--- src/hw/rtl/slen_pkg.sv ---
// shared types, constants and helper functions of the string literal escape normaliser
package slen_pkg;

	// widths of the line and column counters
	localparam int LINE_WIDTH = 20;
	localparam int COL_WIDTH  = 16;

	// fixed widths of the position fields on the ports
	localparam int LINE_PORT_W = 20;
	localparam int COL_PORT_W  = 16;

	// command queue between front and back
	localparam int QUEUE_DEPTH = 4;
	localparam int QPTR_W      = $clog2(QUEUE_DEPTH);
	localparam int QCNT_W      = $clog2(QUEUE_DEPTH + 1);

	typedef logic [7:0]             byte_t;
	typedef logic [LINE_WIDTH-1:0]  line_t;
	typedef logic [COL_WIDTH-1:0]   col_t;
	typedef logic [LINE_PORT_W-1:0] line_port_t;
	typedef logic [COL_PORT_W-1:0]  col_port_t;
	typedef logic [QPTR_W-1:0]      qptr_t;
	typedef logic [QCNT_W-1:0]      qcnt_t;

	localparam line_t LINE_MAX = '1;
	localparam col_t  COL_MAX  = '1;

	// result status codes
	typedef enum logic [1:0] {
		ST_OK  = 2'd0,
		ST_EOI = 2'd1,
		ST_HEX = 2'd2
	} status_t;

	// escape decoding phase
	typedef enum logic [4:0] {
		PH_NONE = 5'b00001,
		PH_ESC  = 5'b00010,
		PH_HEX1 = 5'b00100,
		PH_HEX2 = 5'b01000,
		PH_CR   = 5'b10000
	} phase_t;

	// characters of interest
	localparam byte_t CH_NUL    = 8'h00;
	localparam byte_t CH_LF     = 8'h0A;
	localparam byte_t CH_CR     = 8'h0D;
	localparam byte_t CH_BS_ESC = 8'h08;
	localparam byte_t CH_TAB    = 8'h09;
	localparam byte_t CH_QUOTE  = 8'h22;
	localparam byte_t CH_BSLASH = 8'h5C;
	localparam byte_t CH_X      = 8'h78;
	localparam byte_t CH_N      = 8'h6E;
	localparam byte_t CH_B      = 8'h62;
	localparam byte_t CH_T      = 8'h74;
	localparam byte_t CH_R      = 8'h72;

	// one queued command: optional four-byte hex escape, then an optional tail byte
	typedef struct packed {
		logic    code_en;
		byte_t   code_hi;
		byte_t   code_lo;
		logic    tail_en;
		byte_t   tail_byte;
		logic    last;
		status_t status;
		line_t   line;
		col_t    col;
	} entry_t;

	// ascii hex digit for a nibble
	function automatic byte_t hex_char(input logic [3:0] v, input logic upper);
		byte_t r;
		if (v < 4'd10) begin
			r = 8'h30 + {4'b0, v};
		end else if (upper) begin
			r = 8'h41 + {4'b0, v} - 8'd10;
		end else begin
			r = 8'h61 + {4'b0, v} - 8'd10;
		end
		return r;
	endfunction

	// true for 0-9, a-f, A-F
	function automatic logic is_hex(input byte_t b);
		return (b >= 8'h30 && b <= 8'h39) || (b >= 8'h61 && b <= 8'h66) ||
			(b >= 8'h41 && b <= 8'h46);
	endfunction

endpackage

--- src/hw/rtl/slen_front.sv ---
// front part: accepts source bytes, runs the escape decoder and queues commands
module slen_front (
	input  logic                         clk,
	input  logic                         arst_n,
	input  logic                         in_valid,
	output logic                         in_stall,
	input  logic [7:0]                   in_byte,
	input  logic                         start_req,
	input  logic [19:0]                  start_line,
	input  logic [15:0]                  start_col,
	input  logic                         cfg_valid,
	input  logic                         cfg_upper,
	input  logic                         q_full,
	output logic                         push,
	output slen_pkg::entry_t             push_entry
);
	import slen_pkg::*;

	logic    in_literal_q;
	phase_t  phase_q;
	byte_t   first_hex_q;
	line_t   line_q;
	col_t    col_q;
	logic    upper_q;

	logic    nx_literal;
	phase_t  nx_phase;
	byte_t   nx_first;
	line_t   nx_line;
	col_t    nx_col;
	line_t   line_inc;
	col_t    col_inc;
	line_t   line_load;
	col_t    col_load;
	logic    do_plain;
	logic    accept;
	entry_t  e;

	assign in_stall = q_full;
	assign accept   = in_valid && !in_stall;

	// saturating position helpers
	assign line_inc  = (line_q == LINE_MAX) ? line_q : line_q + line_t'(1);
	assign col_inc   = (col_q == COL_MAX) ? col_q : col_q + col_t'(1);
	assign line_load = (start_line > 20'(LINE_MAX)) ? LINE_MAX : line_t'(start_line);
	assign col_load  = (start_col > 16'(COL_MAX)) ? COL_MAX : col_t'(start_col);

	// escape decoder and command building
	always_comb begin
		nx_literal = in_literal_q;
		nx_phase   = phase_q;
		nx_first   = first_hex_q;
		nx_line    = line_q;
		nx_col     = col_q;
		do_plain   = 1'b0;
		e          = '0;
		e.status   = ST_OK;
		if (start_req) begin
			nx_line     = line_load;
			nx_col      = col_load;
			nx_literal  = 1'b1;
			nx_phase    = PH_NONE;
			nx_first    = CH_NUL;
			e.tail_en   = 1'b1;
			e.tail_byte = CH_QUOTE;
		end else if (in_literal_q) begin
			case (phase_q)
				PH_ESC: begin
					nx_phase = PH_NONE;
					if (in_byte == CH_NUL) begin
						nx_literal = 1'b0;
						e.tail_en  = 1'b1;
						e.last     = 1'b1;
						e.status   = ST_EOI;
					end else begin
						nx_col = col_inc;
						if (in_byte == CH_X) begin
							nx_phase = PH_HEX1;
						end else if (in_byte == CH_CR) begin
							nx_phase = PH_CR;
						end else if (in_byte == CH_LF) begin
							nx_line = line_inc;
							nx_col  = '0;
						end else begin
							e.code_en = 1'b1;
							if (in_byte == CH_N) begin
								e.code_hi = hex_char(CH_LF[7:4], upper_q);
								e.code_lo = hex_char(CH_LF[3:0], upper_q);
							end else if (in_byte == CH_B) begin
								e.code_hi = hex_char(CH_BS_ESC[7:4], upper_q);
								e.code_lo = hex_char(CH_BS_ESC[3:0], upper_q);
							end else if (in_byte == CH_T) begin
								e.code_hi = hex_char(CH_TAB[7:4], upper_q);
								e.code_lo = hex_char(CH_TAB[3:0], upper_q);
							end else if (in_byte == CH_R) begin
								e.code_hi = hex_char(CH_CR[7:4], upper_q);
								e.code_lo = hex_char(CH_CR[3:0], upper_q);
							end else begin
								e.code_hi = hex_char(in_byte[7:4], upper_q);
								e.code_lo = hex_char(in_byte[3:0], upper_q);
							end
						end
					end
				end
				PH_HEX1: begin
					if (!is_hex(in_byte)) begin
						nx_literal = 1'b0;
						nx_phase   = PH_NONE;
						e.tail_en  = 1'b1;
						e.last     = 1'b1;
						e.status   = ST_HEX;
					end else begin
						nx_col   = col_inc;
						nx_first = in_byte;
						nx_phase = PH_HEX2;
					end
				end
				PH_HEX2: begin
					nx_phase = PH_NONE;
					if (!is_hex(in_byte)) begin
						nx_literal = 1'b0;
						e.tail_en  = 1'b1;
						e.last     = 1'b1;
						e.status   = ST_HEX;
					end else begin
						nx_col    = col_inc;
						e.code_en = 1'b1;
						e.code_hi = first_hex_q;
						e.code_lo = in_byte;
					end
				end
				PH_CR: begin
					nx_phase = PH_NONE;
					if (in_byte == CH_LF) begin
						nx_line = line_inc;
						nx_col  = '0;
					end else begin
						// lone escaped cr: emit its code, then the byte as plain text
						e.code_en = 1'b1;
						e.code_hi = hex_char(CH_CR[7:4], upper_q);
						e.code_lo = hex_char(CH_CR[3:0], upper_q);
						do_plain  = 1'b1;
					end
				end
				PH_NONE: begin
					do_plain = 1'b1;
				end
				default: begin
					nx_phase = PH_NONE;
					do_plain = 1'b1;
				end
			endcase

			// plain text byte
			if (do_plain) begin
				if (in_byte == CH_NUL) begin
					nx_literal = 1'b0;
					nx_phase   = PH_NONE;
					e.tail_en  = 1'b1;
					e.last     = 1'b1;
					e.status   = ST_EOI;
				end else if (in_byte == CH_QUOTE) begin
					nx_col      = col_inc;
					nx_literal  = 1'b0;
					nx_phase    = PH_NONE;
					e.tail_en   = 1'b1;
					e.tail_byte = in_byte;
					e.last      = 1'b1;
				end else if (in_byte == CH_BSLASH) begin
					nx_col   = col_inc;
					nx_phase = PH_ESC;
				end else begin
					if (in_byte == CH_LF) begin
						nx_line = line_inc;
						nx_col  = '0;
					end else begin
						nx_col = col_inc;
					end
					e.tail_en   = 1'b1;
					e.tail_byte = in_byte;
				end
			end
		end
		e.line = nx_line;
		e.col  = nx_col;
	end

	assign push       = accept && (e.code_en || e.tail_en);
	assign push_entry = e;

	// decoder state
	always_ff @(posedge clk or negedge arst_n) begin
		if (!arst_n) begin
			in_literal_q <= 1'b0;
			phase_q      <= PH_NONE;
			first_hex_q  <= '0;
			line_q       <= '0;
			col_q        <= '0;
		end else if (accept) begin
			in_literal_q <= nx_literal;
			phase_q      <= nx_phase;
			first_hex_q  <= nx_first;
			line_q       <= nx_line;
			col_q        <= nx_col;
		end
	end

	// hex case register
	always_ff @(posedge clk or negedge arst_n) begin
		if (!arst_n) begin
			upper_q <= 1'b0;
		end else if (cfg_valid) begin
			upper_q <= cfg_upper;
		end
	end

endmodule

--- src/hw/rtl/slen_queue.sv ---
// short command queue between the front and back parts
module slen_queue (
	input  logic             clk,
	input  logic             arst_n,
	input  logic             push,
	input  slen_pkg::entry_t push_entry,
	input  logic             pop,
	output slen_pkg::entry_t head,
	output logic             empty,
	output logic             full
);
	import slen_pkg::*;

	entry_t slots_q [QUEUE_DEPTH];
	qptr_t  wptr_q;
	qptr_t  rptr_q;
	qcnt_t  count_q;
	logic   do_push;
	logic   do_pop;

	assign empty   = (count_q == '0);
	assign full    = (count_q == qcnt_t'(QUEUE_DEPTH));
	assign do_push = push && !full;
	assign do_pop  = pop && !empty;
	assign head    = slots_q[rptr_q];

	// entry storage
	always_ff @(posedge clk) begin
		if (do_push) begin
			slots_q[wptr_q] <= push_entry;
		end
	end

	// pointers and fill count
	always_ff @(posedge clk or negedge arst_n) begin
		if (!arst_n) begin
			wptr_q  <= '0;
			rptr_q  <= '0;
			count_q <= '0;
		end else begin
			if (do_push) begin
				wptr_q <= (wptr_q == qptr_t'(QUEUE_DEPTH - 1)) ? '0 : wptr_q + qptr_t'(1);
			end
			if (do_pop) begin
				rptr_q <= (rptr_q == qptr_t'(QUEUE_DEPTH - 1)) ? '0 : rptr_q + qptr_t'(1);
			end
			case ({do_push, do_pop})
				2'b10:   count_q <= count_q + qcnt_t'(1);
				2'b01:   count_q <= count_q - qcnt_t'(1);
				default: count_q <= count_q;
			endcase
		end
	end

endmodule

--- src/hw/rtl/slen_back.sv ---
// back part: expands queued commands into result bytes through an output register
module slen_back (
	input  logic                                clk,
	input  logic                                arst_n,
	input  slen_pkg::entry_t                    head,
	input  logic                                empty,
	output logic                                pop,
	output logic                                out_valid,
	input  logic                                out_stall,
	output logic [7:0]                          out_byte,
	output logic                                last,
	output logic [1:0]                          status,
	output logic [slen_pkg::LINE_PORT_W-1:0]    line_now,
	output logic [slen_pkg::COL_PORT_W-1:0]     col_now
);
	import slen_pkg::*;

	logic [2:0] idx_q;
	logic       valid_q;
	byte_t      byte_q;
	logic       last_q;
	status_t    status_q;
	line_port_t line_q;
	col_port_t  col_q;

	logic       load;
	logic       final_byte;
	byte_t      sel_byte;

	assign load = !empty && (!valid_q || !out_stall);

	// pick the byte of the current command
	always_comb begin
		sel_byte = head.tail_byte;
		if (head.code_en) begin
			case (idx_q)
				3'd0:    sel_byte = CH_BSLASH;
				3'd1:    sel_byte = CH_X;
				3'd2:    sel_byte = head.code_hi;
				3'd3:    sel_byte = head.code_lo;
				default: sel_byte = head.tail_byte;
			endcase
		end
		if (head.code_en) begin
			final_byte = head.tail_en ? (idx_q == 3'd4) : (idx_q == 3'd3);
		end else begin
			final_byte = 1'b1;
		end
	end

	assign pop = load && final_byte;

	// byte index within the command
	always_ff @(posedge clk or negedge arst_n) begin
		if (!arst_n) begin
			idx_q <= '0;
		end else if (load) begin
			idx_q <= final_byte ? 3'd0 : idx_q + 3'd1;
		end
	end

	// output valid
	always_ff @(posedge clk or negedge arst_n) begin
		if (!arst_n) begin
			valid_q <= 1'b0;
		end else if (load) begin
			valid_q <= 1'b1;
		end else if (!out_stall) begin
			valid_q <= 1'b0;
		end
	end

	// output payload
	always_ff @(posedge clk) begin
		if (load) begin
			byte_q   <= sel_byte;
			last_q   <= final_byte && head.last;
			status_q <= final_byte ? head.status : ST_OK;
			line_q   <= line_port_t'(head.line);
			col_q    <= col_port_t'(head.col);
		end
	end

	assign out_valid = valid_q;
	assign out_byte  = byte_q;
	assign last      = last_q;
	assign status    = status_q;
	assign line_now  = line_q;
	assign col_now   = col_q;

endmodule

--- src/hw/rtl/string_literal_escape_normalizer.sv ---
// top level of the string literal escape normaliser
//
//  channel  | handshake             | payload
//  ---------+-----------------------+-------------------------------------------
//  in       | in_valid / in_stall   | in_byte, start_req, start_line, start_col
//  out      | out_valid / out_stall | out_byte, last, status, line_now, col_now
//  cfg      | cfg_valid / cfg_ready | hex_upper_case
//
// one source byte is taken every cycle while the command queue has room
// the back part sends one result a cycle unless stalled; a source byte gives 0 to 5 bytes
// the four-entry command queue absorbs escape bursts; in_stall is the queue full
// reset clears decoder state, queue pointers and the output valid; no clearing pass
// out_stall holds the output register, the front keeps going until the queue fills
module string_literal_escape_normalizer (
	input  logic                             clk,
	input  logic                             arst_n,
	input  logic                             in_valid,
	output logic                             in_stall,
	input  logic [7:0]                       in_byte,
	input  logic                             start_req,
	input  logic [19:0]                      start_line,
	input  logic [15:0]                      start_col,
	output logic                             out_valid,
	input  logic                             out_stall,
	output logic [7:0]                       out_byte,
	output logic                             last,
	output logic [1:0]                       status,
	output logic [slen_pkg::LINE_PORT_W-1:0] line_now,
	output logic [slen_pkg::COL_PORT_W-1:0]  col_now,
	input  logic                             cfg_valid,
	output logic                             cfg_ready,
	input  logic                             hex_upper_case
);
	import slen_pkg::*;

	logic   push;
	entry_t push_entry;
	logic   pop;
	entry_t head;
	logic   empty;
	logic   full;

	assign cfg_ready = 1'b1;

	// decoder
	slen_front u_front (
		.clk        (clk),
		.arst_n     (arst_n),
		.in_valid   (in_valid),
		.in_stall   (in_stall),
		.in_byte    (in_byte),
		.start_req  (start_req),
		.start_line (start_line),
		.start_col  (start_col),
		.cfg_valid  (cfg_valid),
		.cfg_upper  (hex_upper_case),
		.q_full     (full),
		.push       (push),
		.push_entry (push_entry)
	);

	// command queue
	slen_queue u_queue (
		.clk        (clk),
		.arst_n     (arst_n),
		.push       (push),
		.push_entry (push_entry),
		.pop        (pop),
		.head       (head),
		.empty      (empty),
		.full       (full)
	);

	// result expansion
	slen_back u_back (
		.clk       (clk),
		.arst_n    (arst_n),
		.head      (head),
		.empty     (empty),
		.pop       (pop),
		.out_valid (out_valid),
		.out_stall (out_stall),
		.out_byte  (out_byte),
		.last      (last),
		.status    (status),
		.line_now  (line_now),
		.col_now   (col_now)
	);

endmodule

--- config.mk ---
export PLATFORM = sky130hd
export DESIGN_NAME = string_literal_escape_normalizer
export DESIGN_NICKNAME = d
export VERILOG_FILES = /design/src/hw/rtl/slen_pkg.sv /design/src/hw/rtl/slen_front.sv /design/src/hw/rtl/slen_queue.sv /design/src/hw/rtl/slen_back.sv /design/src/hw/rtl/string_literal_escape_normalizer.sv
export SDC_FILE = /design/constraint.sdc
export NUM_CORES = 1
export LEC_CHECK = 0
export ABC_AREA = 1
export BUFFER_PORTS_ARGS = -buffer_cell sky130_fd_sc_hd__clkbuf_2
export CORE_MARGIN = 2
export CORE_UTILIZATION = 55
export CTS_CLUSTER_SIZE = 16
export DETAILED_ROUTE_END_ITERATION = 16
export GPL_TIMING_DRIVEN = 1
export MAX_ROUTING_LAYER = met4
export PLACE_DENSITY = 0.73
export RECOVER_POWER = 100
export SETUP_SLACK_MARGIN = 0.1
export SLEW_MARGIN = 20
export SYNTH_ARGS = -nofsm -noshare
export SYNTH_HDL_FRONTEND = slang
export SYNTH_SLANG_ARGS = --single-unit
--- constraint.sdc ---
create_clock -name clk -period 6.1 [get_ports clk]
set_input_delay 0.61 -clock clk [delete_from_list [all_inputs] [get_ports clk]]
set_output_delay 0.61 -clock clk [all_outputs]
set_load 0.02 [all_outputs]
==> metrics, run 1 <==
status finished with violations; failing checks capacitance limit, slew limit; post-synthesis xor/xnor area fraction 0.898%; period utilization 81.3%; switching power 0.00355 W; CTS tree done; Final Skew 0.0189 ns; sequential share of the synthesized area 61.3%; WL final 46.4 mm; total leakage power 7.79 nW; post-synthesis simple-gate area fraction 18.8%; Slew @ Worst Pin 3.85 ns; Post-synth EDFFs 307; Final Hold Vio Count 0; crit path max fanout 22; Post-CTS Hold Buffers 0; grt ovf 0; fmax 0.202 GHz; RSZ-0062 raised after global routing false; Worst EP arrival 5.11 ns; mux cell area share after synthesis 0%; Core Area 31500 µm²; MaxCap Viol Count 4; first-pass GRT wire length 71.9 mm; post-DR wirelength/cell 19.9 µm; warnings from Yosys 0; Slew HR -157%; largest family of logic cells by synthesized area simple AND/OR/NAND/NOR gates; port bufs 99; num ports 101; share of cells above drive strength 1 8.14%; vias in the first global route 12860; Worst Path Required 6.25 ns; Top FF cell, synth edfxtp_1; Post-CTS Setup Bufs 0; Cell Rows 65; number of nets in the layout 1973; clock share of power 26.0%; Initial Utilization 55.8%; TritonCTS Buffers 38; Gate power share 32.1%; Tot GR Track Use 28.9%; Critical Path End Type flop; pin count of the biggest net entering global routing 111; Reg clk slew, reported paths 0.06 ns; Sw Ratio 37.1%; Area Overhead vs Synth 12.0%; Adder-Cell Fraction of Synth Area 1.61%; post-synthesis compound-gate area fraction 12.0%; Ant. Diodes 0; Syn Inst Count 1820; post_cts resized 0; clock buffer depth 3; Skew-Pair Late Insertion Delay 0.52 ns; initial DRC count 1652; asr flop ratio synth 16.8%; Final setup viols 0; Slew Viols, Final 231; Fillers 2579; VDD IR max 0.282 mV; antenna-violating nets left 0; post-synthesis register bit count 369; Distinct cells, synth 49; DRC 0; worst min-delay path category input port to flop; vias after detailed routing 13732; initial antenna violation count 0; Synth area leaders edfxtp_1 53%, nand2_1 9.1%, dfrtp_1 8.7%; crit start category flop; Synth Area per Inst 9.65 µm²; Pint 0.00601 W; die height 183 µm; dpl hpwl 30.0 mm; commonest non-fill, non-tap cell in the layout nand2_1; RD Place Congestion 1.01; CTS sink count 369; chip width 183 µm; highest-count cells in the layout ignoring fill and taps 426 x nand2_1, 307 x edfxtp_1, 215 x nor2_1; via-per-instance ratio 5.89; root buf cell clkbuf_16; Layout Utilization 62.5%; area leader, netlist edfxtp_1; Pwr Density 486 nW/µm²; Detailed Routing Iterations Pass 1 6; Die ar. 33400 µm²; CTS H-tree lvls 2; fin crit period 4.96 ns; Flop pwr share 41.9%; Cell Area, Synth 17600 µm²; Synth top area share 52.5%; setup TNS 0 ns; kind of critical path flop to flop
routing by layer:
layer,share of wire (%),track usage [%]
met2,45,43.4
met1,44,41.6
met5,0,-
met3,9.5,4.67
met4,2.0,7.03
worst max-delay path: stages, from the launching register on:
cell and delay [ns]:
dfrtp_1 0.39, nor2_1 0.19, nand2_1 0.07, nor2_1 0.83
inv_1 0.14, nand2_1 0.44, nor2_1 0.13, inv_1 0.08
nand2_1 0.28, nor2_1 0.42, or2_4 0.23, nand2_4 0.11
nor2_4 0.64, clkbuf_2 0.63
power by group through the flow:
stage / Sequential (W) / Combinational, W / Clock [W]
after floorplan: 0.00419 / 0.00188 / 0
after global placement: 0.00402 / 0.00300 / 0
after detailed placement: 0.00403 / 0.00306 / 0
after CTS: 0.00399 / 0.00311 / 0.00251
after global routing: 0.00408 / 0.00341 / 0.00261
final: 0.00401 / 0.00306 / 0.00249
sequential cells by signal (all words and copies together), names as in the netlist:
name,cells
u_queue.wptr_q,2
u_back.out_valid,1
u_front.upper_q,1
u_front.phase_q,5
u_back.col_now,16
u_front.in_literal_q,1
u_back.line_now,20
u_front.line_q,20
u_back.idx_q,3
u_back.last,1
u_queue.count_q,3
u_front.first_hex_q,8
u_back.out_byte,8
u_queue.rptr_q,2
u_front.col_q,16
u_queue.slots_q,260
u_back.status,2
cells in the mapped netlist (all sizes together) (2+ instances only):
cell type	count
nand2	432
edfxtp	307
nor2	227
o21ai	193
inv	154
nand3	80
a21oi	72
clkbuf	68
o22ai	64
dfrtp	61
nor3	29
ha	21
xor2	17
a31oi	16
nand4	16
buf	15
o211ai	13
a221oi	4
or2	4
a22oi	3
nor4	3
o31ai	3
o41ai	3
a32o	2
conb	2
o221ai	2
kinds of logic (layout without fill, tap and decap cells):
family | Yosys count | after routing
buffers and inverters | 238 | 344
adders and majority gates | 22 | 22
DFF | 369 | 369
xor gates and xnor gates | 18 | 18
other | 2 | 5
AOI/OAI and AO/OA | 379 | 379
and+or+nand+nor | 792 | 792
through the flow:
| stage | power (W) | std cells | hold slack (ns) | instance area (µm²) | setup slack, ns |
|---|---|---|---|---|---|
| 6_report | 0.00956 | 2331 | 0.313 | 19700 | 1.14 |
| 2_1_floorplan | 0.00607 | 1823 | 0.314 | 17600 | 0.825 |
| 5_1_grt | 0.0101 | 2331 | 0.334 | 19700 | 0.751 |
| 3_5_place_dp | 0.00709 | 2262 | 0.471 | 18500 | 1.60 |
| 3_3_place_gp | 0.00702 | 2262 | 0.467 | 18500 | 1.70 |
| 4_1_cts | 0.00961 | 2331 | 0.298 | 19800 | 1.80 |
path summary, 6_finish.rpt:
kind / from / to / slack (ns) / cells past startpoint
worst min-delay path: hex_upper_case / u_front.upper_q$_DFFE_PN0P_ / 0.31 / 3
worst max register to register: u_front.phase_q[1]$_DFFE_PN0P_ / u_queue.slots_q[2][15]$_DFFE_PP_ / 1.14 / 13
max in group asynchronous: arst_n / u_queue.rptr_q[1]$_DFFE_PN0P_ / 2.13 / 2
worst max-delay path: u_front.phase_q[1]$_DFFE_PN0P_ / u_queue.slots_q[2][15]$_DFFE_PP_ / 1.14 / 13
min in group asynchronous: arst_n / u_back.out_valid$_DFFE_PN0P_ / 1.51 / 2
worst min register to register: u_front.first_hex_q[2]$_DFFE_PN0P_ / u_front.first_hex_q[2]$_DFFE_PN0P_ / 0.48 / 2
area by class of cell:
cell class / instances / area, µm² / area share (%)
timing repair buffer: 120 / 597 / 3.04
clock buffer: 47 / 1010 / 5.12
multi-input combinational: 1216 / 5850 / 29.8
inverter: 155 / 584 / 2.97
tap: 402 / 503 / 2.56
sequential: 369 / 10800 / 54.8
clock inverter: 22 / 348 / 1.77
Note: power is estimated with default switching activity, not from simulation.
==> run 2, diff against run 1 <==
--- a/config.mk
+++ b/config.mk
@@ -5,7 +5,7 @@
 export SDC_FILE = /design/constraint.sdc
 export NUM_CORES = 1
 export LEC_CHECK = 0
-export ABC_AREA = 1
+export ABC_AREA = 0
 export BUFFER_PORTS_ARGS = -buffer_cell sky130_fd_sc_hd__clkbuf_2
 export CORE_MARGIN = 2
 export CORE_UTILIZATION = 55
@@ -13,7 +13,7 @@
 export DETAILED_ROUTE_END_ITERATION = 16
 export GPL_TIMING_DRIVEN = 1
 export MAX_ROUTING_LAYER = met4
-export PLACE_DENSITY = 0.73
+export PLACE_DENSITY = 0.76
 export RECOVER_POWER = 100
 export SETUP_SLACK_MARGIN = 0.1
 export SLEW_MARGIN = 20
==> constraint.sdc (replaced) <==
create_clock -name clk -period 4.4 [get_ports clk]
set_input_delay 0.44 -clock clk [delete_from_list [all_inputs] [get_ports clk]]
set_output_delay 0.44 -clock clk [all_outputs]
set_load 0.02 [all_outputs]
==> metrics, run 2 <==
crit path max fanout 42 (+91%); Core Area 29800 µm² (-5.3%); pin count of the biggest net entering global routing 68 (-39%); CTS H-tree lvls 2 (unchanged); Worst Path Required 4.55 ns (-1.70 ns); Initial Utilization 56.1% (+0.32 points); Hold Path Origin cfg_valid; Reg clk slew, reported paths 0.06 ns (about the same); Pwr Density 645 nW/µm² (+33%); Final setup viols 0 (unchanged); number of nets in the layout 1364 (-31%); Area Overhead vs Synth 12.1%; initial antenna violation count 0 (unchanged); area post-placement 17700 µm² (-4.0%); Distinct cells, synth 84 (+71%); Detailed Routing Iterations Pass 1 7 (+1); port bufs 99 (unchanged); WL final 39.5 mm (-15%); CTS tree done; placed insts 1640 (-27%); Cell Chain, Critical Path or4b_1 -> nor2_1 -> a31oi_1 -> nor2_1 -> o21a_1 -> o21a_1 -> and2_2 -> clkbuf_4; Final Skew 0.0121 ns (-0.00682 ns); worst min-delay path category input port to flop; grt met2 use 40.7% (-2.7 points); grt ovf 0 (unchanged); largest reg by FF count u_queue.slots_q; commonest non-fill, non-tap cell in the layout edfxtp_1; Skew-Pair Late Insertion Delay 0.52 ns (about the same); fmax 0.258 GHz (+28%); Crit path largest cell delay 0.56 ns (-0.27 ns); asr flop ratio synth 16.8% (unchanged); Top FF cell, synth edfxtp_1; Synth Area per Inst 14.1 µm² (+46%); dpl hpwl 25.8 mm (-14%); Slew HR -56.5% (+100 points); TritonCTS Buffers 39 (+2.6%); root buf cell clkbuf_16; die height 178 µm (-2.4%); highest-count cells in the layout ignoring fill and taps 307 x edfxtp_1, 104 x nand2_1, 76 x o21ai_0; total leakage power 6.61 nW (-15%); Slowest-stage cell, CP or4b_1; Cell Area, Synth 16700 µm² (-4.8%); post_cts resized 0 (unchanged); CTS sink count 369 (unchanged); chip width 178 µm (-2.4%); sequential share of the synthesized area 64.4% (+3.1 points); CP bufs+invs 1 (-2); RD Place Congestion 0.965 (-4.6%); Ant. Diodes 0 (unchanged); Synth top area share 55.1% (+2.6 points); Post-CTS Hold Buffers 0 (unchanged); period utilization 88.2% (+7.0 points); Cell Rows 63 (-3.1%); RSZ-0062 raised after global routing false; area leader, netlist edfxtp_1; crit path launch u_front.phase_q[3]$_DFFE_PN0P_; Synth top cells by count 307 x edfxtp_1, 104 x nand2_1, 68 x o21ai_0; via-per-instance ratio 6.33 (+7.4%); Post-CTS Setup Bufs 0 (unchanged); design area 18700 µm² (-4.7%); MaxCap Viol Count 3 (-1); GR Util met3 4.43% (-0.24 points); most numerous cell in the Yosys netlist edfxtp_1; clock buffer depth 3 (unchanged); initial DRC count 1049 (-37%); DRC 0 (unchanged); max reg flops 260 (unchanged); antenna-violating nets left 0 (unchanged); Slew @ Worst Pin 2.35 ns (-1.51 ns); post-DR wirelength/cell 23.1 µm (+16%); share of cells above drive strength 1 16.6% (+8.5 points); post-synthesis register bit count 369 (unchanged); Worst EP arrival 4.04 ns (-1.07 ns); Die ar. 31800 µm² (-4.7%); Fillers 2192 (-15%); crit start category flop; status finished with violations; fin crit period 3.88 ns (-1.08 ns); Slew Viols, Final 86 (-63%); Final Hold Vio Count 0 (unchanged); VDD IR max 0.411 mV (+46%); gr busiest metal met2; first-pass GRT wire length 61.1 mm (-15%); Post-synth EDFFs 307 (unchanged); Critical Path End Type flop; num ports 101 (unchanged); met1 GRT Util 36.2% (-5.3 points); Synth area leaders edfxtp_1 55%, dfrtp_1 9.1%, mux4_2 8.5%; Layout Cells excl Fill 1710 (-27%); Syn Inst Count 1185 (-35%); Top delay family on crit path simple AND/OR/NAND/NOR gates; R2R Path Start u_front.phase_q[3]$_DFFE_PN0P_; vias in the first global route 10661 (-17%); failing checks capacitance limit, slew limit; kind of critical path flop to flop; vias after detailed routing 10818 (-21%); warnings from Yosys 0 (unchanged); setup TNS 0 ns (unchanged); Tot GR Track Use 26.2% (-2.6 points)
-- run 2: cell count changes after synthesis, moves of 26 or more --
cell      delta
nand2_1    -320
nor2_1     -152
inv_1      -118
o21ai_0    -115
mux4_2      +63
o22ai_1     -53
nand3_1     -44
clkbuf_1    -29
a22oi_1     +26
-- run 2: worst register-to-register path, stage by stage (launching register included) --
cell      delay, ns
dfrtp_1        0.48
or4b_1         0.57
nor2_1         0.43
a31oi_1        0.33
nor2_1         0.34
o21a_1         0.26
o21a_1         0.29
and2_2         0.20
clkbuf_4       0.56
-- run 2: worst paths after layout --
check	end	slack [ns]	depth (start not counted)
setup / recovery	u_queue.slots_q[2][16]$_DFFE_PP_	0.52	8
hold / removal	u_front.upper_q$_DFFE_PN0P_	0.12	2
setup reg to reg	u_queue.slots_q[2][16]$_DFFE_PP_	0.52	8
hold reg to reg	u_front.first_hex_q[7]$_DFFE_PN0P_	0.51	1
max in group asynchronous	u_front.col_q[13]$_DFFE_PN0P_	1.31	2
min in group asynchronous	u_front.first_hex_q[1]$_DFFE_PN0P_	0.63	1
-- run 2: per-stage QoR --
step | total power [W] | worst slack, ns | hold slack [ns] | util, %
2_1_floorplan | 0.00785 | 0.267 | 0.144 | -
3_5_place_dp | 0.00899 | 0.495 | 0.495 | 59.4
5_1_grt | 0.0127 | 0.296 | 0.135 | 62.9
3_3_place_gp | 0.00887 | 0.598 | 0.461 | 59.4
4_1_cts | 0.0123 | 0.745 | 0.0977 | 63.7
6_report | 0.0121 | 0.518 | 0.124 | 62.9
-- run 2: report_power, final --
part           switching, W  internal, W  total, W
Clock               0.00130      0.00195   0.00325
Sequential         0.000529      0.00498   0.00551
Combinational       0.00203      0.00129   0.00332
-- run 2: layout make-up --
type                            count  area [µm²]  area share, %
Sequential cell                   369       10800           57.5
Multi-Input combinational cell    722        5450           29.1
Clock buffer                       55        1080           5.74
Timing Repair Buffer              132         661           3.52
Tap cell                          390         488           2.60
Clock inverter                     15         193           1.03
Inverter                           27         101          0.541
-- run 2: metal layers --
| metal | wire [µm] | vias to the layer above |
|---|---|---|
| li1 | - | 4840 |
| met1 | 16300 | 5361 |
| met2 | 18900 | 545 |
| met3 | 3280 | 72 |
| met4 | 1000 | 0 |
| met5 | 0 | - |
-- run 2: logic make-up after synthesis --
| logic type | Yosys count | share of synthesized area [%] |
|---|---|---|
| multiplexers | 89 | 10.2 |
| adder cells (fa/ha/maj) | 22 | 1.69 |
| buffers and inverters | 97 | 2.46 |
| AO/OA/AOI/OAI | 263 | 10.2 |
| AND/OR/NAND/NOR | 323 | 9.91 |
| other | 2 | 0.0449 |
| flip-flops | 369 | 64.4 |
| XOR/XNOR | 20 | 1.05 |
